**config.mk**
```make
export PLATFORM = sky130hd
export DESIGN_NAME = rwvd_fifo
export DESIGN_NICKNAME = d
export VERILOG_FILES = /design/src/rwvd_pkg.sv /design/src/rwvd_fifo.sv
export SDC_FILE = /design/constraint.sdc
export NUM_CORES = 1
export LEC_CHECK = 0
export BUFFER_PORTS_ARGS = -buffer_cell sky130_fd_sc_hd__buf_2
export CAP_MARGIN = 20
export CORE_MARGIN = 3
export CORE_UTILIZATION = 45
export DETAILED_ROUTE_END_ITERATION = 8
export PLACE_DENSITY = 0.69
export RECOVER_POWER = 100
export SYNTH_ARGS = -nofsm -noshare
export SYNTH_HDL_FRONTEND = slang
export SYNTH_SLANG_ARGS = --single-unit
```
**constraint.sdc**
```tcl
create_clock -name clk -period 11.7 [get_ports clk]
set_input_delay 2.34 -clock clk [delete_from_list [all_inputs] [get_ports clk]]
set_output_delay 2.34 -clock clk [all_outputs]
set_load 0.01 [all_outputs]
```
**src/rwvd_pkg.sv**
```systemverilog
package rwvd_pkg;

  localparam int unsigned FIFO_DEPTH_DEF = 2;

  // input type codes
  localparam logic [2:0] TYPE_U16 = 3'd0;
  localparam logic [2:0] TYPE_S16 = 3'd1;
  localparam logic [2:0] TYPE_U32 = 3'd2;
  localparam logic [2:0] TYPE_S32 = 3'd3;
  localparam logic [2:0] TYPE_F32 = 3'd4;
  localparam logic [2:0] TYPE_F64 = 3'd5;

  localparam logic [10:0] EXP_ALL_ONES = 11'h7FF;

  // decoded request handed from front to back
  typedef struct packed {
    logic [63:0] value_bits;
    logic        err;
    logic        scale_enable;
    logic [63:0] scale_bits;
  } rwvd_item_t;

  // queue status seen by the top level
  typedef struct packed {
    logic [7:0] count;
    logic       full;
    logic       empty;
  } rwvd_q_stat_t;

  // leading zero count of a 32-bit word (32 when zero)
  function automatic logic [5:0] lzc32(logic [31:0] x);
    logic [5:0] n;
    n = 6'd32;
    for (int i = 0; i < 32; i++) begin
      if (x[i]) n = 6'(31 - i);
    end
    return n;
  endfunction

  // leading zero count of a 53-bit mantissa
  function automatic logic [5:0] lzc53(logic [52:0] x);
    logic [5:0] n;
    n = 6'd53;
    for (int i = 0; i < 53; i++) begin
      if (x[i]) n = 6'(52 - i);
    end
    return n;
  endfunction

endpackage

```
**src/rwvd_fifo.sv**
```systemverilog
module rwvd_fifo
  import rwvd_pkg::*;
#(
  parameter int unsigned DEPTH = FIFO_DEPTH_DEF
) (
  input  logic         clk,
  input  logic         rst_n,
  input  rwvd_item_t   push_item,
  input  logic         push_valid,
  output logic         push_ready,
  output rwvd_item_t   pop_item,
  output logic         pop_valid,
  input  logic         pop_ready,
  output rwvd_q_stat_t stat
);

  localparam int unsigned PW = $clog2(DEPTH);
  localparam int unsigned CW = $clog2(DEPTH + 1);

  rwvd_item_t    mem_r [DEPTH];
  logic [PW-1:0] wr_ptr_r, wr_ptr_nxt;
  logic [PW-1:0] rd_ptr_r, rd_ptr_nxt;
  logic [CW-1:0] count_r, count_nxt;
  logic          push, pop;

  assign push_ready = (count_r != CW'(DEPTH));
  assign pop_valid  = (count_r != '0);
  assign push       = push_valid && push_ready;
  assign pop        = pop_valid && pop_ready;
  assign pop_item   = mem_r[rd_ptr_r];

  // advance pointers with wrap at the depth
  always_comb begin
    wr_ptr_nxt = wr_ptr_r;
    rd_ptr_nxt = rd_ptr_r;
    count_nxt  = count_r;
    if (push) wr_ptr_nxt = (wr_ptr_r == PW'(DEPTH - 1)) ? '0 : PW'(wr_ptr_r + 1'b1);
    if (pop)  rd_ptr_nxt = (rd_ptr_r == PW'(DEPTH - 1)) ? '0 : PW'(rd_ptr_r + 1'b1);
    if (push && !pop) count_nxt = CW'(count_r + 1'b1);
    if (pop && !push) count_nxt = CW'(count_r - 1'b1);
  end

  always_ff @(posedge clk) begin
    if (!rst_n) begin
      wr_ptr_r <= '0;
      rd_ptr_r <= '0;
      count_r  <= '0;
    end else begin
      wr_ptr_r <= wr_ptr_nxt;
      rd_ptr_r <= rd_ptr_nxt;
      count_r  <= count_nxt;
    end
  end

  always_ff @(posedge clk) begin
    if (push) begin
      mem_r[wr_ptr_r] <= push_item;
    end
  end

  assign stat.count = 8'(count_r);
  assign stat.full  = !push_ready;
  assign stat.empty = !pop_valid;

endmodule

```
==> flow_summary.yaml, run 1 <==
logic_synthesis:
  synth_commonest_cells: "edfxtp_1, mux2_2, buf_2, buf_4, dfxtp_1"
  synth_fa_ha_area_share_pct: 0.130
  synth_compound_gate_area_share_pct: 0.337
  ys.warnings.count: 0
  synth_xor_xnor_area_share_pct: 0.273
  synthFlopType: "edfxtp_1"
  synthSimpleGateAreaFrac_pct: 0.649
  synth-seq-cells: 265
  synth.distinct_cells: 20
  seq_area_frac_synth_pct: 82.0
  synth_top_area_cell: "edfxtp_1"
  yosysTopAreaCellShare_pct: 81.0
  synth-async-reset-ratio_pct: 0
  synth_top_family_by_area: "multiplexers"
  synth_area_per_cell_um2: 22.0
  syn_inst: 438
  synth_area_leaders: "edfxtp_1, mux2_2, dfxtp_1, buf_2, buf_4"
  synth_edf_count: 260
  yosysMostFrequentCell: "edfxtp_1"
  syn_area_mm2: 0.00964
  synthMuxAreaShare_pct: 15.2
timing:
  hold_viol: 0
  worstMarginPinSlew_ns: 4.06
  rsz0062_at_grt: "false"
  setup_tns_ns: 0
  post-route-min-period_ns: 7.50
  whs_ns: 0.503
  fmaxAchievable_ghz: 0.133
  setup_viol: 0
  slew_viol_final: 314
  max-slew-margin-rel_pct: -171
  finalCritPeriodShare_pct: 64.1
  clock-skew-final_ns: 0.00453
clock_network:
  numClockSinks: 265
  postCtsSetupBuffers: 0
  cts_inserted_buffers: 28
  cts_resized: 0
  clkLatencyLatePin_ns: 0.52
  postCtsHoldBufs: 0
  clockRootBuffer: "clkbuf_16"
  cts_tree: "done"
  clk_path_buf_depth: 3
  clk_pin_slew_worst_paths_ns: 0.05
  h-tree-depth: 1
pwr:
  ir_drop_mv: 0.200
  power_density_mw_per_mm2: 227
  switching_share_pct: 26.9
  clockPowerShare_pct: 30.1
  leakage_uw: 0.00396
  intPower_uw: 1970
  comb_power_share_pct: 22.8
  power_switching_uw: 726
  p_seq_share_pct: 47.1
place:
  dpl.cell_count: 965
  io_buffers: 269
  place.detailed.hpwl_um: 12400
  place_congestion: 0.748
run:
  cap_violations: 5
min_path:
  hp-class: "reg2reg"
  hold_depth: 2
  min_to: "wr_ptr_r"
  min_from: "wr_ptr_r"
worst_setup_path:
  timing.rr.start: "count_r[0]"
  rr_worst_depth: 3
  cpMaxStageDelayCell: "clkbuf_1"
  cpMostUsedCell: "clkbuf_1"
  crit_path_start: "push_valid"
  worstPathCellList: "clkbuf_1 -> inv_1 -> or3_1 -> clkinvlp_2 -> clkbuf_1"
  regToRegSetupSlack_ns: 5.44
  worstPathRequired_ns: 11.73
  worstSetupStartpointType: "input port"
  crit_buf_inv: 4
  r2r_end: "mem_r[1][3]"
  critPathTopFamily: "buffers and inverters"
  cp_data_arrival_time_ns: 7.53
  critPathMaxStageDelay_ns: 2.95
  crit_cells: 5
  end_kind: "flop"
  worst-setup-path-type: "in2reg"
  cp_max_fo: 74
status:
  outcome: "finished, violations left"
  violations: "max-capacitance violations, max-slew violations"
drt:
  routed_via_density: 4.94
  drt_pass1_iterations: 4
  drt_iter0_drc: 211
  ant_nets: 0
  route.detailed.drc: 0
  wl_um: 18900
  detail_route.wl_per_cell_um: 18.7
  vias: 4995
floorplanning:
  die_area_mm2: 0.0232
  die_w_um: 152
  rows: 52
  die_height_um: 152
  ios: 276
  coreArea_mm2: 0.0206
  initial_core_util_pct: 46.7
layout:
  fin_nets: 861
  final_cell_count_no_fill: 1012
  seq_area_mm2: 0.00791
  drive_above_1_share_pct: 31.4
  multi_input_area_mm2: 0.00161
  syn_to_final_growth_pct: 23.0
  num-fill-cells: 1686
global_route:
  grt_use_total_pct: 15.4
  grt_max_degree: 85
  grt_pass1_wl_um: 28900
  grt_pass1_vias: 5364
  antenna_found_initial: 2
  grt_overflow: 0
==> stage by stage <==
stage               worst slack (ns)  util [%]  power [µW]  area, µm²
detailed placement              6.86      54.6        1940      11300
CTS                             6.42      58.7        2760      12100
global placement                6.92      54.6        1920      11300
finish                          4.20      57.5        2700      11900
floorplan                       5.96         -        1680       9660
global route                    3.49      57.5        2830      11900
==> cell usage in the layout, fill, tap and decap left out, drive strengths merged, types with 3 or more instances in the layout <==
cell    count
edfxtp    260
clkbuf    238
mux2      130
buf        71
conb        6
clkinv      6
dfxtp       5
xnor2       3
inv         3
==> registers in the layout (all words and copies together), names as in the netlist, named ones only <==
register  cells
mem_r       260
wr_ptr_r      1
rd_ptr_r      1
count_r       2
==> power by group through the flow <==
| stage | registers (µW) | logic [µW] | clock network [µW] |
|---|---|---|---|
| 5_1_grt | 1290 | 668 | 876 |
| 6_report | 1270 | 614 | 813 |
| 3_3_place_gp | 1270 | 649 | 0 |
| 3_5_place_dp | 1280 | 660 | 0 |
| 2_1_floorplan | 1250 | 427 | 0 |
| 4_1_cts | 1260 | 664 | 838 |
==> cells by family (layout without fill, tap and decap cells) <==
| kind of cell | after synthesis | count (layout) |
|---|---|---|
| muxes | 130 | 130 |
| buffers and inverters | 24 | 322 |
| DFF | 265 | 265 |
| adders and majority gates | 1 | 1 |
| AOI/OAI and AO/OA | 5 | 5 |
| other | 1 | 7 |
| xor gates and xnor gates | 3 | 3 |
| and+or+nand+nor | 9 | 9 |
==> area by class of cell <==
| cell class | instances | area share (%) |
|---|---|---|
| repair buffers | 273 | 9.57 |
| well taps | 270 | 2.85 |
| diodes | 1 | 0.0211 |
| clock inverters | 9 | 0.791 |
| inverters | 4 | 0.137 |
| multi-input cells | 154 | 13.6 |
| flip-flops and latches | 265 | 66.7 |
| clock buffers | 36 | 6.34 |
==> worst min-delay path, stage by stage (launching register included) <==
cell and delay (ns):
dfxtp_1 0.31, o21ai_0 0.06, a21boi_0 0.08
==> routing by layer <==
layer | global-route usage, % | vias up | share of wire, %
li1 | - | 2293 | -
met1 | 18.4 | 2436 | 37
met2 | 26.8 | 219 | 51
met3 | 4.60 | 45 | 8.8
met4 | 5.05 | 2 | 3.2
met5 | 0 | - | 0.069
==> how the worst max path moves through the flow <==
stage	slack (ns)	end
2_1_floorplan	5.96	mem_r[0][0]
6_report	4.20	mem_r[0][13]
5_1_grt	3.49	mem_r[1][50]
4_1_cts	6.42	pop_item[53]
3_5_place_dp	6.86	mem_r[0][76]
3_3_place_gp	6.92	mem_r[0][69]
Power figures use the tool's default switching activity.
==> inputs of run 2 (changes only) <==
Settings changed: ABC_AREA set to 1.
Clock period 11.7 ns to 7.4 ns, I/O delays scaled along.
==> flow_summary.yaml, run 2 <==
global_route:
  grt_overflow: 0
  grt_max_degree: 82
  grt_pass1_wl_um: 28200
  grt_use_total_pct: 15.1
  grt_pass1_vias: 5272
  antenna_found_initial: 1
drt:
  wl_met1_um: 7150
  ant_nets: 0
  detail_route.wl_per_cell_um: 18.1
  wl_um: 18700
  wl_met2_um: 9420
  route.detailed.drc: 0
  wl_met3_um: 1490
  vias: 5046
  routed_via_density: 4.88
  drt_iter0_drc: 232
  top_layer_used: "met4"
  drt_pass1_iterations: 4
timing:
  worstMarginPinSlew_ns: 2.80
  post-route-min-period_ns: 5.04
  rsz0062_at_grt: "false"
  setup_tns_ns: 0
  setup_viol: 0
  hold_viol: 0
  finalCritPeriodShare_pct: 68.1
  clock-skew-final_ns: 0.00770
  fmaxAchievable_ghz: 0.198
  max-slew-margin-rel_pct: -87.9
  slew_viol_final: 199
  whs_ns: 0.508
worst_setup_path:
  worstSetupStartpointType: "input port"
  cp_max_fo: 68
  end_kind: "flop"
  rr_worst_depth: 6
  cp_data_arrival_time_ns: 5.16
  worstPathRequired_ns: 7.53
  worst-setup-path-type: "in2reg"
  r2r_end: "mem_r[1][79]"
  timing.rr.start: "count_r[1]"
  regToRegSetupSlack_ns: 2.76
run:
  cap_violations: 4
floorplanning:
  die_height_um: 153
  die_w_um: 153
  ios: 276
  die_area_mm2: 0.0234
  rows: 53
  initial_core_util_pct: 46.0
  coreArea_mm2: 0.0211
layout:
  largest_reg_flops: 260
  fin_nets: 873
  layout_common_cells: "edfxtp_1, clkbuf_1, mux2_2"
  syn_to_final_growth_pct: 21.9
  top_regs: "mem_r (260), count_r (2)"
  top_register: "mem_r"
  drive_above_1_share_pct: 30.9
  layout_commonest_cell: "edfxtp_1"
clock_network:
  clk_pin_slew_worst_paths_ns: 0.06
  cts_tree: "done"
  h-tree-depth: 1
  numClockSinks: 265
  clockRootBuffer: "clkbuf_16"
  clkLatencyLatePin_ns: 0.51
  postCtsHoldBufs: 0
  clk_path_buf_depth: 3
  cts_inserted_buffers: 26
  postCtsSetupBuffers: 0
  cts_resized: 0
logic_synthesis:
  ys.warnings.count: 0
  synth_edf_count: 260
  syn_inst: 452
  synth_area_leaders: "edfxtp_1, mux2_2, buf_6, dfxtp_1, buf_4"
  seq_area_frac_synth_pct: 81.5
  synth-seq-cells: 265
  synth.distinct_cells: 15
  synthFlopType: "edfxtp_1"
  yosysMostFrequentCell: "edfxtp_1"
  synth_top_area_cell: "edfxtp_1"
  synth_commonest_cells: "edfxtp_1, mux2_2, nor2_1, buf_6, inv_1"
  syn_area_mm2: 0.00971
  yosysTopAreaCellShare_pct: 80.4
  synth_area_per_cell_um2: 21.5
  synth-async-reset-ratio_pct: 0
status:
  violations: "max-capacitance violations, max-slew violations"
  outcome: "finished, violations left"
place:
  place_congestion: 0.785
  io_buffers: 269
  place.detailed.hpwl_um: 12600
pwr:
  ir_drop_mv: 0.225
  leakage_uw: 0.00400
  power_density_mw_per_mm2: 318
min_path:
  min_to: "rd_ptr_r"
  min_from: "rd_ptr_r"
  hp-class: "reg2reg"
  hold_depth: 2
==> run 2: cell count changes in the layout (fill, tap and decap cells not counted), moves of 3 or more <==
cell | before | now
clkbuf_1 | 209 | 203
buf_2 | 69 | 72
nor2_1 | 0 | 13
nand2_1 | 1 | 8
xnor2_1 | 3 | 0
clkinv_1 | 3 | 9
inv_1 | 2 | 9
==> run 2: final cells by class <==
class                           count  area, µm²
Fill cell                        1722       9260
Sequential cell                   265       7910
Multi-Input combinational cell    162       1600
Timing Repair Buffer              273       1120
Clock buffer                       32        694
Tap cell                          275        344
Clock inverter                     16        119
Inverter                           10       38.8
Antenna cell                        1       2.50
==> run 2: how the worst max path moves through the flow <==
stage	from	endpoint	slack [ns]	cells past startpoint
after detailed placement	flop	pop_item[123]	3.50	3
after floorplan	push_valid	mem_r[0][0]	1.85	4
after global routing	push_valid	mem_r[1][18]	1.98	6
after global placement	flop	pop_item[123]	3.54	3
final	push_valid	mem_r[1][79]	2.36	6
after CTS	flop	pop_item[123]	2.99	3
==> run 2: per-layer routing <==
layer	global-route usage (%)	vias to the layer above
met1	18.4	2465
met5	0	-
met3	4.25	44
met4	6.11	0
li1	-	2334
met2	25.5	203
==> run 2: cell families after synthesis <==
family	after synthesis	share of synthesized area [%]
flops	265	81.5
mux	130	15.1
buf+inv	30	2.24
simple gates	23	0.928
compound gates	2	0.103
fa+ha+maj	1	0.129
other cells	1	0.0386
==> run 2: critical path, stage by stage <==
cell and delay, ns:
buf_2 0.09, inv_1 0.04, nor2_1 0.05, nand2_1 0.10
clkinvlp_2 2.11, buf_4 1.18
==> run 2: where the power goes <==
part           internal, µW  switching (µW)
clock                   731             508
sequential             1850            72.0
combinational           255             355
total                  2830             935
==> run 2: through the flow <==
| stage | std cells | worst slack (ns) | power (µW) | instance area [µm²] | utilization (%) |
|---|---|---|---|---|---|
| after global routing | 1034 | 1.98 | 3940 | 11800 | 56.1 |
| after global placement | 985 | 3.54 | 2590 | 11300 | 53.5 |
| after floorplan | 457 | 1.85 | 2360 | 9730 | - |
| final | 1034 | 2.36 | 3770 | 11800 | 56.1 |
| after CTS | 1033 | 2.99 | 3860 | 12100 | 57.3 |
| after detailed placement | 985 | 3.50 | 2610 | 11300 | 53.5 |
==> inputs of run 3 (changes only) <==
Settings changed: PLACE_DENSITY 0.69 to 0.71.
Clock period 7.4 ns to 4.04 ns, I/O delays scaled along.
==> flow_summary.yaml, run 3 (synthesized netlist as in run 2, its figures left out) <==
status:
  violations: "max-capacitance violations, max-slew violations"
  outcome: "finished, violations left"
drt:
  route.detailed.drc: 0
  detail_route.wl_per_cell_um: 17.9
  drt_pass1_iterations: 6
  wl_um: 18500
  vias: 5111
  drt_iter0_drc: 292
  ant_nets: 0
  routed_via_density: 4.93
layout:
  num-fill-cells: 1723
  drive_above_1_share_pct: 30.6
  multi_input_area_mm2: 0.00161
  largest_reg_flops: 260
  fin_area_mm2: 0.0120
  antenna_cells: 0
  syn_to_final_growth_pct: 23.4
  layout_commonest_cell: "edfxtp_1"
  layout_common_cells: "edfxtp_1, clkbuf_1, mux2_2"
  seq_area_mm2: 0.00791
  top_regs: "mem_r (260), count_r (2)"
  top_register: "mem_r"
  fin_nets: 876
worst_setup_path:
  critPathMaxStageDelay_ns: 0.86
  cpMaxStageDelayCell: "dfxtp_1"
  worstPathCellList: "buf_4 -> mux2_2 -> clkbuf_1"
  worst-setup-path-type: "reg2out"
  cp_data_arrival_time_ns: 2.56
  critPathTopFamily: "flip-flops"
  worstPathRequired_ns: 3.23
  crit_buf_inv: 2
  worstSetupStartpointType: "flop"
  end_kind: "output pin"
  cp_max_fo: 42
timing:
  hold_viol: 0
  worstMarginPinSlew_ns: 1.88
  clock-skew-final_ns: 0.0204
  post-route-min-period_ns: 3.37
  max-slew-margin-rel_pct: -25.1
  setup_tns_ns: 0
  rsz0062_at_grt: "false"
  fmaxAchievable_ghz: 0.297
  setup_viol: 0
  slew_viol_final: 164
  finalCritPeriodShare_pct: 83.4
place:
  placed_area_mm2: 0.0113
  io_buffers: 269
  place.detailed.hpwl_um: 12400
  place_congestion: 0.741
clock_network:
  postCtsSetupBuffers: 0
  clockRootBuffer: "clkbuf_16"
  clk_path_buf_depth: 3
  cts_inserted_buffers: 26
  clkLatencyLatePin_ns: 0.52
  cts_tree: "done"
  cts_resized: 0
  h-tree-depth: 1
  clk_pin_slew_worst_paths_ns: 0.06
  postCtsHoldBufs: 0
  numClockSinks: 265
pwr:
  p_seq_share_pct: 47.9
  p_total_uw: 7210
  comb_power_share_pct: 16.4
  clockPowerShare_pct: 35.7
  ir_drop_mv: 0.414
  switching_share_pct: 24.1
  power_density_mw_per_mm2: 602
  power_switching_uw: 1740
  leakage_uw: 0.00404
  intPower_uw: 5470
floorplanning:
  die_w_um: 153
  initial_core_util_pct: 46.0
  die_height_um: 153
  coreArea_mm2: 0.0211
  ios: 276
  die_area_mm2: 0.0234
  rows: 53
global_route:
  grt_pass1_wl_um: 28400
  grt_use_total_pct: 15.1
  antenna_found_initial: 2
  grt_max_degree: 73
  grt_overflow: 0
  grt_pass1_vias: 5311
min_path:
  hp-class: "in2reg"
run:
  cap_violations: 3
run 3: final cells by class:
class                      instances  share of cell area [%]
clock inverter                    19                    2.28
tap                              275                    2.87
inverter                          10                   0.345
multi-input combinational        162                    13.4
sequential                       265                    66.0
timing repair buffer             276                    9.52
clock buffer                      29                    5.53
run 3: final timing paths:
path | start | slack [ns] | cells past startpoint | endpoint
hold / removal | push_item[4] | 0.47 | 1 | mem_r[1][4]
setup reg to reg | count_r[0] | 0.94 | 5 | mem_r[1][32]
hold reg to reg | rd_ptr_r | 0.51 | 2 | flop
setup / recovery | flop | 0.67 | 3 | pop_item[52]
run 3: metrics by stage:
stage,setup slack [ns],hold slack (ns),std cells,utilization (%)
after floorplan,0.623,0.452,457,-
after global placement,1.34,0.472,988,53.8
after detailed placement,1.32,0.482,988,53.8
after CTS,1.07,0.441,1036,58.2
after global routing,0.525,0.440,1036,56.8
final,0.672,0.473,1036,56.8
run 3: layer usage:
layer / track usage, % / up-vias / part of all wire [%]
met5: 0 / - / 0.14
met2: 26.7 / 200 / 51
met3: 4.13 / 40 / 8.0
met4: 4.54 / 4 / 2.4
met1: 18.2 / 2532 / 38
li1: - / 2335 / -
run 3: worst reg2reg max path, stage by stage (launching register included):
cell and delay, ns:
dfxtp_1 0.40, nor2_1 0.10, nor2_1 0.19, nand2_1 0.14, clkinvlp_4 0.57, clkbuf_1 1.26
run 3: power by group through the flow:
stage	registers, µW	logic [µW]	clock network, µW
5_1_grt	3480	1280	2770
6_report	3460	1180	2570
2_1_floorplan	3480	819	0
3_5_place_dp	3510	1290	0
4_1_cts	3450	1300	2650
3_3_place_gp	3490	1260	0
