## config.mk

```make
export PLATFORM = sky130hd
export DESIGN_NAME = rwvd_front_flat
export DESIGN_NICKNAME = d
export VERILOG_FILES = /design/src/rwvd_pkg.sv /design/src/rwvd_if.sv /design/src/rwvd_front.sv /design/src/flat_wrapper.sv
export SDC_FILE = /design/constraint.sdc
export NUM_CORES = 1
export LEC_CHECK = 0
export CAP_MARGIN = 10
export CORE_ASPECT_RATIO = 0.5
export CORE_MARGIN = 3
export CORE_UTILIZATION = 40
export DETAILED_ROUTE_END_ITERATION = 6
export DONT_BUFFER_PORTS = 1
export GPL_TIMING_DRIVEN = 0
export HOLD_SLACK_MARGIN = 0.08
export PLACE_DENSITY = 0.63
export SLEW_MARGIN = 20
export SYNTH_ARGS = -nofsm -noshare
export SYNTH_HDL_FRONTEND = slang
export SYNTH_SLANG_ARGS = --single-unit
```

## constraint.sdc

```tcl
create_clock -name clk -period 7.1 [get_ports clk]
set_clock_uncertainty 0.05 [all_clocks]
set_input_delay 0.355 -clock clk [delete_from_list [all_inputs] [get_ports clk]]
set_output_delay 0.355 -clock clk [all_outputs]
set_load 0.02 [all_outputs]
```

## src/rwvd_pkg.sv

```systemverilog
package rwvd_pkg;

  localparam int unsigned FIFO_DEPTH_DEF = 2;

  // input type codes
  localparam logic [2:0] TYPE_U16 = 3'd0;
  localparam logic [2:0] TYPE_S16 = 3'd1;
  localparam logic [2:0] TYPE_U32 = 3'd2;
  localparam logic [2:0] TYPE_S32 = 3'd3;
  localparam logic [2:0] TYPE_F32 = 3'd4;
  localparam logic [2:0] TYPE_F64 = 3'd5;

  localparam logic [10:0] EXP_ALL_ONES = 11'h7FF;

  // decoded request handed from front to back
  typedef struct packed {
    logic [63:0] value_bits;
    logic        err;
    logic        scale_enable;
    logic [63:0] scale_bits;
  } rwvd_item_t;

  // queue status seen by the top level
  typedef struct packed {
    logic [7:0] count;
    logic       full;
    logic       empty;
  } rwvd_q_stat_t;

  // leading zero count of a 32-bit word (32 when zero)
  function automatic logic [5:0] lzc32(logic [31:0] x);
    logic [5:0] n;
    n = 6'd32;
    for (int i = 0; i < 32; i++) begin
      if (x[i]) n = 6'(31 - i);
    end
    return n;
  endfunction

  // leading zero count of a 53-bit mantissa
  function automatic logic [5:0] lzc53(logic [52:0] x);
    logic [5:0] n;
    n = 6'd53;
    for (int i = 0; i < 53; i++) begin
      if (x[i]) n = 6'(52 - i);
    end
    return n;
  endfunction

endpackage

```

## src/rwvd_if.sv

```systemverilog
interface rwvd_in_if;
  logic        valid;
  logic        ready;
  logic [2:0]  data_type;
  logic [15:0] word0;
  logic [15:0] word1;
  logic [15:0] word2;
  logic [15:0] word3;
  logic [2:0]  word_count;
  logic [63:0] scale_bits;
  logic        scale_enable;

  modport source (output valid, data_type, word0, word1, word2, word3, word_count,
                  scale_bits, scale_enable, input ready);
  modport sink (input valid, data_type, word0, word1, word2, word3, word_count,
                scale_bits, scale_enable, output ready);
endinterface


```

## src/rwvd_front.sv

```systemverilog
module rwvd_front
  import rwvd_pkg::*;
(
  input  logic       clk,
  input  logic       rst_n,
  rwvd_in_if.sink    in_ch,
  output rwvd_item_t item,
  output logic       item_valid,
  input  logic       item_ready
);

  rwvd_item_t item_r, item_nxt;
  logic       valid_r, valid_nxt;

  // convert a sign and 32-bit magnitude to double
  function automatic logic [63:0] int_to_dbl(logic sgn, logic [31:0] mag);
    logic [5:0]  lz;
    logic [31:0] norm;
    lz   = lzc32(mag);
    norm = mag << lz;
    if (mag == 32'd0) return 64'd0;
    return {sgn, 11'(11'd1054 - {5'd0, lz}), norm[30:0], 21'd0};
  endfunction

  // widen single to double, subnormals normalized
  function automatic logic [63:0] flt_to_dbl(logic [31:0] b);
    logic [7:0]  e8;
    logic [22:0] f;
    logic [5:0]  sh;
    logic [22:0] fn;
    e8 = b[30:23];
    f  = b[22:0];
    sh = 6'(lzc32({f, 9'd0}) + 6'd1);
    fn = 23'(f << sh);
    if (e8 == 8'hFF) return {b[31], EXP_ALL_ONES, f, 29'd0};
    if (e8 == 8'd0) begin
      if (f == 23'd0) return {b[31], 63'd0};
      return {b[31], 11'(11'd897 - {5'd0, sh}), fn, 29'd0};
    end
    return {b[31], 11'({3'd0, e8} + 11'd896), f, 29'd0};
  endfunction

  // decode the register words
  always_comb begin
    logic [2:0]  cnt;
    logic [31:0] b32;
    logic [15:0] neg16;
    logic [31:0] neg32;
    cnt   = (in_ch.word_count > 3'd4) ? 3'd4 : in_ch.word_count;
    b32   = {in_ch.word0, in_ch.word1};
    neg16 = 16'(~in_ch.word0 + 16'd1);
    neg32 = 32'(~b32 + 32'd1);
    item_nxt.scale_enable = in_ch.scale_enable;
    item_nxt.scale_bits   = in_ch.scale_bits;
    item_nxt.value_bits   = 64'd0;
    item_nxt.err          = 1'b0;
    unique case (in_ch.data_type)
      TYPE_U16: begin
        item_nxt.err        = (cnt < 3'd1);
        item_nxt.value_bits = int_to_dbl(1'b0, {16'd0, in_ch.word0});
      end
      TYPE_S16: begin
        item_nxt.err        = (cnt < 3'd1);
        item_nxt.value_bits = in_ch.word0[15] ? int_to_dbl(1'b1, {16'd0, neg16})
                                              : int_to_dbl(1'b0, {16'd0, in_ch.word0});
      end
      TYPE_U32: begin
        item_nxt.err        = (cnt < 3'd2);
        item_nxt.value_bits = int_to_dbl(1'b0, b32);
      end
      TYPE_S32: begin
        item_nxt.err        = (cnt < 3'd2);
        item_nxt.value_bits = b32[31] ? int_to_dbl(1'b1, neg32) : int_to_dbl(1'b0, b32);
      end
      TYPE_F32: begin
        item_nxt.err        = (cnt < 3'd2);
        item_nxt.value_bits = flt_to_dbl(b32);
      end
      TYPE_F64: begin
        item_nxt.err        = (cnt < 3'd4);
        item_nxt.value_bits = {in_ch.word0, in_ch.word1, in_ch.word2, in_ch.word3};
      end
      default: item_nxt.err = 1'b1;
    endcase
  end

  assign in_ch.ready = !valid_r || item_ready;
  assign valid_nxt   = in_ch.ready ? in_ch.valid : valid_r;

  // hold the decoded request until the queue takes it
  always_ff @(posedge clk) begin
    if (!rst_n) begin
      valid_r <= 1'b0;
    end else begin
      valid_r <= valid_nxt;
    end
  end

  always_ff @(posedge clk) begin
    if (in_ch.ready) begin
      item_r <= item_nxt;
    end
  end

  assign item       = item_r;
  assign item_valid = valid_r;

endmodule

```

## src/flat_wrapper.sv

```systemverilog
// flat-port wrapper written by rule: the top's interface ports become plain ports
module rwvd_front_flat import rwvd_pkg::*;
  (clk, rst_n, item, item_valid, item_ready, in_ch_valid, in_ch_data_type, in_ch_word0, in_ch_word1, in_ch_word2, in_ch_word3, in_ch_word_count, in_ch_scale_bits, in_ch_scale_enable, in_ch_ready);
  rwvd_in_if in_ch_i ();
  input  logic clk;
  input  logic rst_n;
  output rwvd_item_t item;
  output logic item_valid;
  input  logic item_ready;
  input wire logic [$bits(in_ch_i.valid)-1:0] in_ch_valid;
  input wire logic [$bits(in_ch_i.data_type)-1:0] in_ch_data_type;
  input wire logic [$bits(in_ch_i.word0)-1:0] in_ch_word0;
  input wire logic [$bits(in_ch_i.word1)-1:0] in_ch_word1;
  input wire logic [$bits(in_ch_i.word2)-1:0] in_ch_word2;
  input wire logic [$bits(in_ch_i.word3)-1:0] in_ch_word3;
  input wire logic [$bits(in_ch_i.word_count)-1:0] in_ch_word_count;
  input wire logic [$bits(in_ch_i.scale_bits)-1:0] in_ch_scale_bits;
  input wire logic [$bits(in_ch_i.scale_enable)-1:0] in_ch_scale_enable;
  output wire logic [$bits(in_ch_i.ready)-1:0] in_ch_ready;
  assign in_ch_i.valid = in_ch_valid;
  assign in_ch_i.data_type = in_ch_data_type;
  assign in_ch_i.word0 = in_ch_word0;
  assign in_ch_i.word1 = in_ch_word1;
  assign in_ch_i.word2 = in_ch_word2;
  assign in_ch_i.word3 = in_ch_word3;
  assign in_ch_i.word_count = in_ch_word_count;
  assign in_ch_i.scale_bits = in_ch_scale_bits;
  assign in_ch_i.scale_enable = in_ch_scale_enable;
  assign in_ch_ready = in_ch_i.ready;
  rwvd_front u_core (.clk(clk), .rst_n(rst_n), .in_ch(in_ch_i), .item(item), .item_valid(item_valid), .item_ready(item_ready));
endmodule
```

==> impl_metrics.json, run 1 <==
{
  "drc": 1,
  "final_cell_area_um2": 15700,
  "finalSetupViolations": 5,
  "synthTopCellsByCount": "mux2i_1, nand2_1, edfxtp_1",
  "criticalPathCategory": "in -> reg",
  "layout_setup_ws_ns": -0.1785,
  "fin_crit_sh_pct": 102.5,
  "place_inst": 2104,
  "rsz0062_at_grt": "false",
  "endpoint_kind": "flop",
  "peakVddDrop_uv": 155.5,
  "grt_pass1_vias": 13970,
  "synthArstFlopShare_pct": 0,
  "grt_max_degree": 60,
  "synth_nets": 1813,
  "synthTopCellsByArea": "edfxtp_1, mux2i_1, nand2_1",
  "synth-seq-cells": 131,
  "synth_cell_types": 89,
  "netlist_instances": 1656,
  "core-area_um2": 33400,
  "final_hold_viol_count": 0,
  "numCtsBuffers": 17,
  "gp_congestion": 1.187,
  "grt_pass1_wl_um": 104300,
  "first_pass_iters": 7,
  "p_leak_nw": 5.762,
  "initial_core_util_pct": 41.05,
  "yosysWarnings": 0,
  "dieArea_um2": 36670,
  "grt_overflow": 0,
  "dieHeight_um": 136.9,
  "hold_class": "in -> reg",
  "required_ns": 7.11,
  "tritoncts": "yes",
  "nets": 1909,
  "yosysTopAreaCell": "edfxtp_1",
  "status": "finished with violations",
  "crit_fanout": 10,
  "vias": 15550,
  "io_buffers": 0,
  "pin_count": 271,
  "grt_use_met2_pct": 53.31,
  "r2r_slack_ns": 5.34,
  "period_minus_slack_ns": 7.279,
  "detail-route-antenna-nets": 0,
  "synthFlopType": "edfxtp_1",
  "slew_viol_final": 0,
  "avgSynthCellArea_um2": 8.279,
  "cts_buffer_depth": 2,
  "drive_gt1_share_pct": 7.082,
  "critical_path_arrival_ns": 7.28,
  "p_per_area_nw_per_um2": 177.3,
  "wire_per_inst_um": 34.16,
  "slew_headroom_pct": 11.49,
  "synth_area_um2": 13710,
  "ys_seq_area_share_pct": 28.62,
  "antenna_found_initial": 2,
  "grt_use_total_pct": 39.72,
  "dieWidth_um": 267.8,
  "fin_tns_setup_ns": -0.3498,
  "grt_busiest_layer": "met1",
  "yosysTopAreaCellShare_pct": 28.47,
  "hpwl_um": 60160,
  "nFillCells": 3303,
  "clockRootBuffer": "clkbuf_16",
  "area_growth_pct": 14.50,
  "holdWs_ns": 0.09542,
  "grt_util_met3_pct": 21.02,
  "first_iter_violations": 2387,
  "failed_checks": "DRC, setup timing",
  "routed_wl_um": 75430,
  "placementRows": 47,
  "worstMarginPinSlew_ns": 1.318,
  "clock.fmax_mhz": 137.4,
  "maxCapViolCount": 0,
  "insertion_delay_ns": 0.40,
  "vias_per_cell": 7.044,
  "postPlaceCellArea_um2": 14390,
  "synth_edf_count": 130,
  "htreeDepth": 4,
  "gr-usage-met1_pct": 56.54,
  "cts_num_sinks": 131,
  "clk_transition_reported_paths_ns": 0.06,
  "final_cells": 2208,
  "cp-start-kind": "primary input",
  "yosysMostFrequentCell": "mux2i_1"
}
==> registers in the layout, indices dropped and copies added, names as in the netlist <==
register	flops
u_core.item	130
u_core.item_valid	1
==> area by class of cell <==
type | count | area (um2) | share of cell area [%]
diodes | 2 | 5.005 | 0.03188
flip-flops and latches | 131 | 3924 | 24.99
inverters | 37 | 141.4 | 0.9006
clock inverters | 15 | 145.1 | 0.9245
well taps | 441 | 551.8 | 3.515
multi-input cells | 1348 | 9140 | 58.22
repair buffers | 77 | 783.3 | 4.989
clock buffers | 17 | 425.4 | 2.710
plain buffers | 140 | 583.1 | 3.714
==> what timing repair did <==
item,in CTS,in global routing
endpoints found under the hold margin,66,2
hold buffers,67,2
resized for setup,4,5
endpoints found under the setup margin,8,13
pin swaps,0,0
buffers inserted,0,0
==> where the power goes <==
| part | internal, mW | total, mW | switching, mW | leakage, nW |
|---|---|---|---|---|
| Combinational | 0.269 | 0.881 | 0.612 | 4.08 |
| Clock | 0.491 | 0.846 | 0.355 | 0.274 |
| Sequential | 0.933 | 1.06 | 0.122 | 1.41 |
| Total | 1.69 | 2.78 | 1.09 | 5.76 |
==> cell families after synthesis <==
| kind of cell | after synthesis | share of synthesized area [%] |
|---|---|---|
| simple gates | 597 | 21.69 |
| compound gates | 477 | 23.48 |
| mux | 204 | 16.00 |
| buf+inv | 177 | 5.247 |
| flops | 131 | 28.62 |
| xor+xnor | 52 | 3.322 |
| fa+ha+maj | 18 | 1.643 |
==> per-stage QoR <==
step / total power, mW / utilization (%) / setup WS [ns]
5_1_grt: 2.853 / 46.98 / 0.01944
2_1_floorplan: 1.545 / - / 1.837
6_report: 2.783 / 47.00 / -0.1785
3_5_place_dp: 1.859 / 43.07 / -0.7466
3_3_place_gp: 1.865 / 42.70 / -0.7278
4_1_cts: 2.732 / 46.83 / 0.05071
==> worst max-delay path: stages <==
cell and delay, ns:
clkbuf_2 0.39, inv_1 0.61, ha_1 0.37, or3b_1 0.43, or4_4 0.60, clkbuf_1 0.33, or3_1 0.50, a222oi_1 0.50
o31ai_1 0.14, a21oi_1 0.67, o221ai_2 0.47, inv_1 0.20, clkbuf_1 0.47, buf_2 0.36, nor2_1 0.07, o21ai_0 0.45
o2111ai_1 0.33
==> cell usage in the layout (no fill, tap or decap), types with 15 or more instances in the layout <==
cell	Yosys	final
nand3_1	60	60
mux2_2	20	20
ha_1	18	18
edfxtp_1	130	130
nor3_1	58	58
o21ai_0	101	100
and2_1	40	40
dlygate4sd3_1	0	69
nor2_1	125	125
nand2_1	163	163
clkbuf_1	112	109
nor4_1	31	27
o211ai_1	17	17
a21oi_1	102	100
or4_1	16	16
nand4_1	22	22
o221ai_1	24	23
a22oi_1	20	20
clkbuf_16	0	17
a31oi_1	23	23
mux2i_1	173	173
a211oi_1	31	31
xnor2_1	42	40
inv_1	31	31
buf_2	11	15
==> per-layer routing <==
layer  vias up  part of all wire [%]
li1       6589                     -
met1      7638                    42
met2      1230                    38
met3        93                    18
met4         4                   1.4
met5         -                  0.20
==> worst paths after layout <==
| check | start | to | cells past startpoint |
|---|---|---|---|
| min | in_ch_word3[0] | u_core.item[66] | 1 |
| min reg2reg | u_core.item_valid | u_core.item[32] | 1 |
| max | in_ch_word1[0] | u_core.item[106] | 17 |
| max reg2reg | u_core.item_valid | u_core.item[81] | 3 |
Note: power is estimated with default switching activity, not from simulation.
==> run 2, diff against run 1 <==
Settings changed: RECOVER_POWER set to 25.
==> run 2 against run 1 <==
Against the previous run:
- the run ends with setup timing left
- sequential share of layout area about the same
- global-route usage unchanged
- non-clock buffer count is the same
- power is 0.13% higher
- count of clock-buffer cells in the layout unchanged
- critical path type unchanged
- critical endpoint unchanged
- largest power group unchanged
==> impl_metrics.json, run 2 (synthesis gave the netlist of run 1 again) <==
{
  "path_cells": "clkbuf_2 > inv_1 > ha_1 > or3b_1 > or4_4 > clkbuf_1 > or3_1 > a222oi_1 > o31ai_1 > a21oi_1 > o221ai_2 > inv_1 > clkbuf_1 > buf_2 > nor2_1 > o21ai_0 > o2111ai_1",
  "criticalPathCategory": "in -> reg",
  "detail-route-antenna-nets": 0,
  "slew_viol_final": 0,
  "vias_per_cell": 7.076,
  "placementRows": 47,
  "reg2reg_to": "u_core.item[89]",
  "crit_start": "in_ch_word1[0]",
  "worstMarginPinSlew_ns": 1.254,
  "drive_gt1_share_pct": 7.025,
  "status": "finished with violations",
  "routedLengthMet1_um": 31880,
  "final_cell_area_um2": 15690,
  "clock.fmax_mhz": 138.5,
  "failed_checks": "setup timing",
  "fin_crit_sh_pct": 101.7,
  "vias": 15620,
  "tritoncts": "yes",
  "io_buffers": 0,
  "design_power_total_mw": 2.787,
  "clockRootBuffer": "clkbuf_16",
  "mostFrequentLayoutCells": "mux2i_1, nand2_1, edfxtp_1",
  "place_inst": 2104,
  "critical_path_arrival_ns": 7.23,
  "htreeDepth": 4,
  "nFillCells": 3306,
  "crit_end": "u_core.item[106]",
  "reg2reg_depth": 3,
  "p_leak_nw": 5.756,
  "dieWidth_um": 267.8,
  "core-area_um2": 33400,
  "required_ns": 7.11,
  "cts_buffer_depth": 2,
  "endpoint_kind": "flop",
  "crit_fanout": 10,
  "hpwl_um": 60160,
  "worstSetupPathDepth": 17,
  "initial_core_util_pct": 41.05,
  "dr.max_layer_used": "met5",
  "routed_wl_um": 75670,
  "p_per_area_nw_per_um2": 177.7,
  "slowest_stage": "a21oi_1",
  "dieHeight_um": 136.9,
  "grt_pass1_wl_um": 104300,
  "holdWs_ns": 0.09387,
  "fin_tns_setup_ns": -0.2096,
  "slew_headroom_pct": 15.82,
  "final_cells": 2207,
  "route.met3.wl_um": 13260,
  "r2r_slack_ns": 4.87,
  "period_minus_slack_ns": 7.222,
  "first_pass_iters": 6,
  "maxCapViolCount": 0,
  "cp-start-kind": "primary input",
  "grt_max_degree": 60,
  "cp_num_buf_inv": 6,
  "final_hold_viol_count": 0,
  "rr_startpoint": "u_core.item_valid",
  "grt_pass1_vias": 13970,
  "largest_reg_flops": 130,
  "drc": 0,
  "antenna_found_initial": 2,
  "dieArea_um2": 36670,
  "rsz0062_at_grt": "false",
  "post-route-util_pct": 46.97,
  "grt_overflow": 0,
  "postPlaceCellArea_um2": 14390,
  "met2_length_um": 29090,
  "max_stage_delay_ns": 0.68,
  "hold_class": "in -> reg",
  "gp_congestion": 1.187,
  "insertion_delay_ns": 0.40,
  "area_growth_pct": 14.43,
  "cts_num_sinks": 131,
  "dp_slack_ns": -0.7466,
  "layout_setup_ws_ns": -0.1216,
  "pin_count": 271,
  "peakVddDrop_uv": 155.7,
  "nets": 1909,
  "first_iter_violations": 2406,
  "finalSetupViolations": 3,
  "grt_use_total_pct": 39.72,
  "numCtsBuffers": 17,
  "crit_family": "compound AO/OA/AOI/OAI gates",
  "layout_commonest_cell": "mux2i_1",
  "wire_per_inst_um": 34.29,
  "clk_transition_reported_paths_ns": 0.06
}
## run 2: changes by cell type in the layout (fill, tap and decap cells not counted)
cell      previous run  this run
diode_2              2         1
nand2b_1            11        12
nand2b_4             1         0
## run 2: final cells by class
type / instances / area (um2) / area share [%]
Clock inverter: 15 / 145.1 / 0.9251
Inverter: 37 / 141.4 / 0.9012
Tap cell: 441 / 551.8 / 3.517
Buffer: 140 / 583.1 / 3.716
Antenna cell: 1 / 2.502 / 0.01595
Sequential cell: 131 / 3924 / 25.01
Clock buffer: 17 / 425.4 / 2.712
Timing Repair Buffer: 77 / 783.3 / 4.992
Multi-Input combinational cell: 1348 / 9133 / 58.21
## run 2: worst min path at each step
stage	from	to	cells past startpoint
after global routing	in_ch_word3[10]	u_core.item[76]	1
after CTS	in_ch_word3[8]	u_core.item[74]	1
after floorplan	in_ch_scale_bits[0]	u_core.item[0]	0
after detailed placement	in_ch_scale_bits[63]	u_core.item[63]	0
final	in_ch_word3[6]	u_core.item[72]	1
after global placement	in_ch_scale_bits[63]	u_core.item[63]	0
## run 2: routing by layer
layer,global-route usage [%],vias up
li1,-,6581
met1,56.54,7643
met2,53.31,1272
met3,21.02,114
met4,5.774,6
met5,0,-
## run 2: where the power goes
group | total, mW | switching (mW) | internal (mW)
logic | 0.883 | 0.614 | 0.269
registers | 1.06 | 0.122 | 0.933
clock network | 0.849 | 0.358 | 0.491
total | 2.79 | 1.09 | 1.69
## run 2: worst register-to-register path, cell delays in order, from the launching register on
cell      delay, ns
dfxtp_1        0.38
nand2b_1       0.74
buf_16         0.36
buf_16         0.33
## run 2: what timing repair did
action                                 in CTS  in global routing
buffers inserted                            0                  0
cloned                                      0                  0
gates resized for setup                     4                  5
setup endpoints to repair                   8                 13
endpoints found under the hold margin      66                  2
hold buffers                               67                  2
==> run 3, diff against run 2 <==
Settings changed: ABC_AREA set to 1.
==> run 3 against run 2 <==
Against the previous run:
- the flow now finishes without violations
- sequential share of layout area up 0.58 points
- clock power up 2%
- highest routed layer unchanged
- first-iteration DRC count up 6.8%
- routed wire length down 14%
==> impl_metrics.json, run 3 <==
{
  "crit_end": "u_core.item[116]",
  "tritoncts": "yes",
  "numCtsBuffers": 17,
  "synth-seq-cells": 131,
  "layout_commonest_cell": "nand2_1",
  "post_cts.repair.setup_buffers": 0,
  "maxCapViolCount": 0,
  "io_buffers": 0,
  "num_antenna_cells": 0,
  "final_hold_viol_count": 0,
  "cp-start-kind": "primary input",
  "register_area_um2": 3924,
  "gp_congestion": 1.085,
  "synthTopCellsByCount": "nand2_1, nand3_1, inv_1",
  "crit_fanout": 10,
  "yosysWarnings": 0,
  "clock.fmax_mhz": 170.3,
  "dieArea_um2": 35860,
  "yosysTopAreaCell": "edfxtp_1",
  "vias_per_cell": 5.969,
  "htreeDepth": 4,
  "avgSynthCellArea_um2": 6.266,
  "slowest_stage": "o21ai_0",
  "synth_edf_count": 130,
  "reg2reg_depth": 2,
  "drive_gt1_share_pct": 6.806,
  "status": "finished, final reports clean",
  "synthTopCellsByArea": "edfxtp_1, nand2_1, nand3_1",
  "criticalPathCategory": "in -> reg",
  "fin_crit_sh_pct": 82.73,
  "first_iter_violations": 2570,
  "grt_overflow": 0,
  "placementRows": 46,
  "p_leak_nw": 6.731,
  "dieHeight_um": 135.4,
  "worstMarginPinSlew_ns": 1.357,
  "first_pass_iters": 7,
  "hpwl_um": 52220,
  "netlist_instances": 2138,
  "grt_pass1_vias": 14370,
  "cts_buffer_depth": 2,
  "synth_area_um2": 13400,
  "dieWidth_um": 264.8,
  "mostFrequentLayoutCells": "nand2_1, nand3_1, inv_1",
  "slew_viol_final": 0,
  "cp_common_cell": "nand2_1",
  "wire_per_inst_um": 24.20,
  "slew_headroom_pct": 9.341,
  "rr_startpoint": "u_core.item_valid",
  "synth_nets": 2295,
  "detail-route-antenna-nets": 0,
  "critical_path_arrival_ns": 5.98,
  "p_per_area_nw_per_um2": 175.7,
  "synthArstFlopShare_pct": 0,
  "required_ns": 7.21,
  "max_stage_delay_ns": 0.83,
  "grt_use_total_pct": 35.15,
  "grt_max_degree": 59,
  "insertion_delay_ns": 0.43,
  "yosysMostFrequentCell": "nand2_1",
  "design_power_total_mw": 2.695,
  "routed_wl_um": 64860,
  "nets": 2392,
  "fin_tns_setup_ns": 0,
  "antenna_found_initial": 1,
  "clk_transition_reported_paths_ns": 0.07,
  "initial_core_util_pct": 41.42,
  "peakVddDrop_uv": 158.4,
  "pin_count": 271,
  "hold_class": "in -> reg",
  "drc": 0,
  "rsz0062_at_grt": "false",
  "yosysTopAreaCellShare_pct": 29.14,
  "reg2reg_to": "u_core.item[121]",
  "finalSetupViolations": 0,
  "grt_pass1_wl_um": 93940,
  "synth_cell_types": 58,
  "min_from": "in_ch_word2[4]",
  "cts_num_sinks": 131,
  "r2r_slack_ns": 4.86,
  "clockRootBuffer": "clkbuf_16",
  "crit_start": "in_ch_word0[0]",
  "synthFlopType": "edfxtp_1",
  "area_growth_pct": 14.48,
  "largest_reg_flops": 130,
  "ys_seq_area_share_pct": 29.29,
  "vias": 16000,
  "core-area_um2": 32350,
  "endpoint_kind": "flop",
  "nFillCells": 3444,
  "period_minus_slack_ns": 5.874,
  "multi_input_area_um2": 8069
}
[run 3: repair_timing]
action                     CTS  global route
hold buffers                76             0
setup endpoints to repair    0             0
hold endpoints to repair    76             0
gates resized for setup      0             0
[run 3: critical path, delay by kind of cell]
kind	cells	cell delay (ns)
AOI/OAI and AO/OA	11	2.54
xor gates and xnor gates	1	0.55
adders and majority gates	1	0.57
buffers and inverters	3	0.90
and+or+nand+nor	9	1.05
[run 3: report_power, final]
part / internal (mW) / switching [mW]
Clock: 0.499 / 0.371
Sequential: 0.935 / 0.121
Combinational: 0.225 / 0.545
[run 3: area by class of cell]
cell class	instances	share of cell area, %
Multi-Input combinational cell	1659	52.61
Sequential cell	131	25.59
Timing Repair Buffer	78	5.270
Clock inverter	15	1.069
Inverter	245	6.005
Tap cell	432	3.525
Buffer	103	3.157
Clock buffer	17	2.774
[run 3: stage by stage]
| stage | hold WS (ns) | utilization [%] | instance area, um2 | std cells | setup WS (ns) |
|---|---|---|---|---|---|
| after floorplan | 0.4039 | - | 13400 | 2138 | 2.923 |
| after global placement | 0.4039 | 43.09 | 13940 | 2570 | 1.136 |
| after detailed placement | 0.4039 | 43.26 | 13990 | 2572 | 1.167 |
| after CTS | 0.08027 | 47.44 | 15340 | 2680 | 1.589 |
| after global routing | 0.08275 | 47.41 | 15340 | 2680 | 0.8442 |
| final | 0.09669 | 47.41 | 15340 | 2680 | 1.226 |
[run 3: kinds of logic after synthesis]
group	count (synthesis)	synth area share (%)
DFF	131	29.29
and+or+nand+nor	1250	40.94
adders and majority gates	18	1.681
AOI/OAI and AO/OA	360	15.54
buffers and inverters	348	10.49
muxes	4	0.2989
xor gates and xnor gates	27	1.765
[run 3: how the worst min path moves through the flow]
| stage | to | slack (ns) | cells after the start |
|---|---|---|---|
| finish | u_core.item[86] | 0.1 | 2 |
| global route | u_core.item[86] | 0.08 | 2 |
| CTS | u_core.item[86] | 0.08 | 2 |
| detailed placement | u_core.item[30] | 0.40 | 0 |
| global placement | u_core.item[39] | 0.40 | 0 |
| floorplan | u_core.item[0] | 0.40 | 0 |
[run 3: per-layer routing]
metal / routed length (um) / global-route usage [%] / share of wire (%)
met1: 26840 / 48.85 / 41
met2: 26680 / 51.90 / 41
met3: 9043 / 10.85 / 14
met4: 2286 / 11.74 / 3.5
met5: 13 / 0 / 0.020
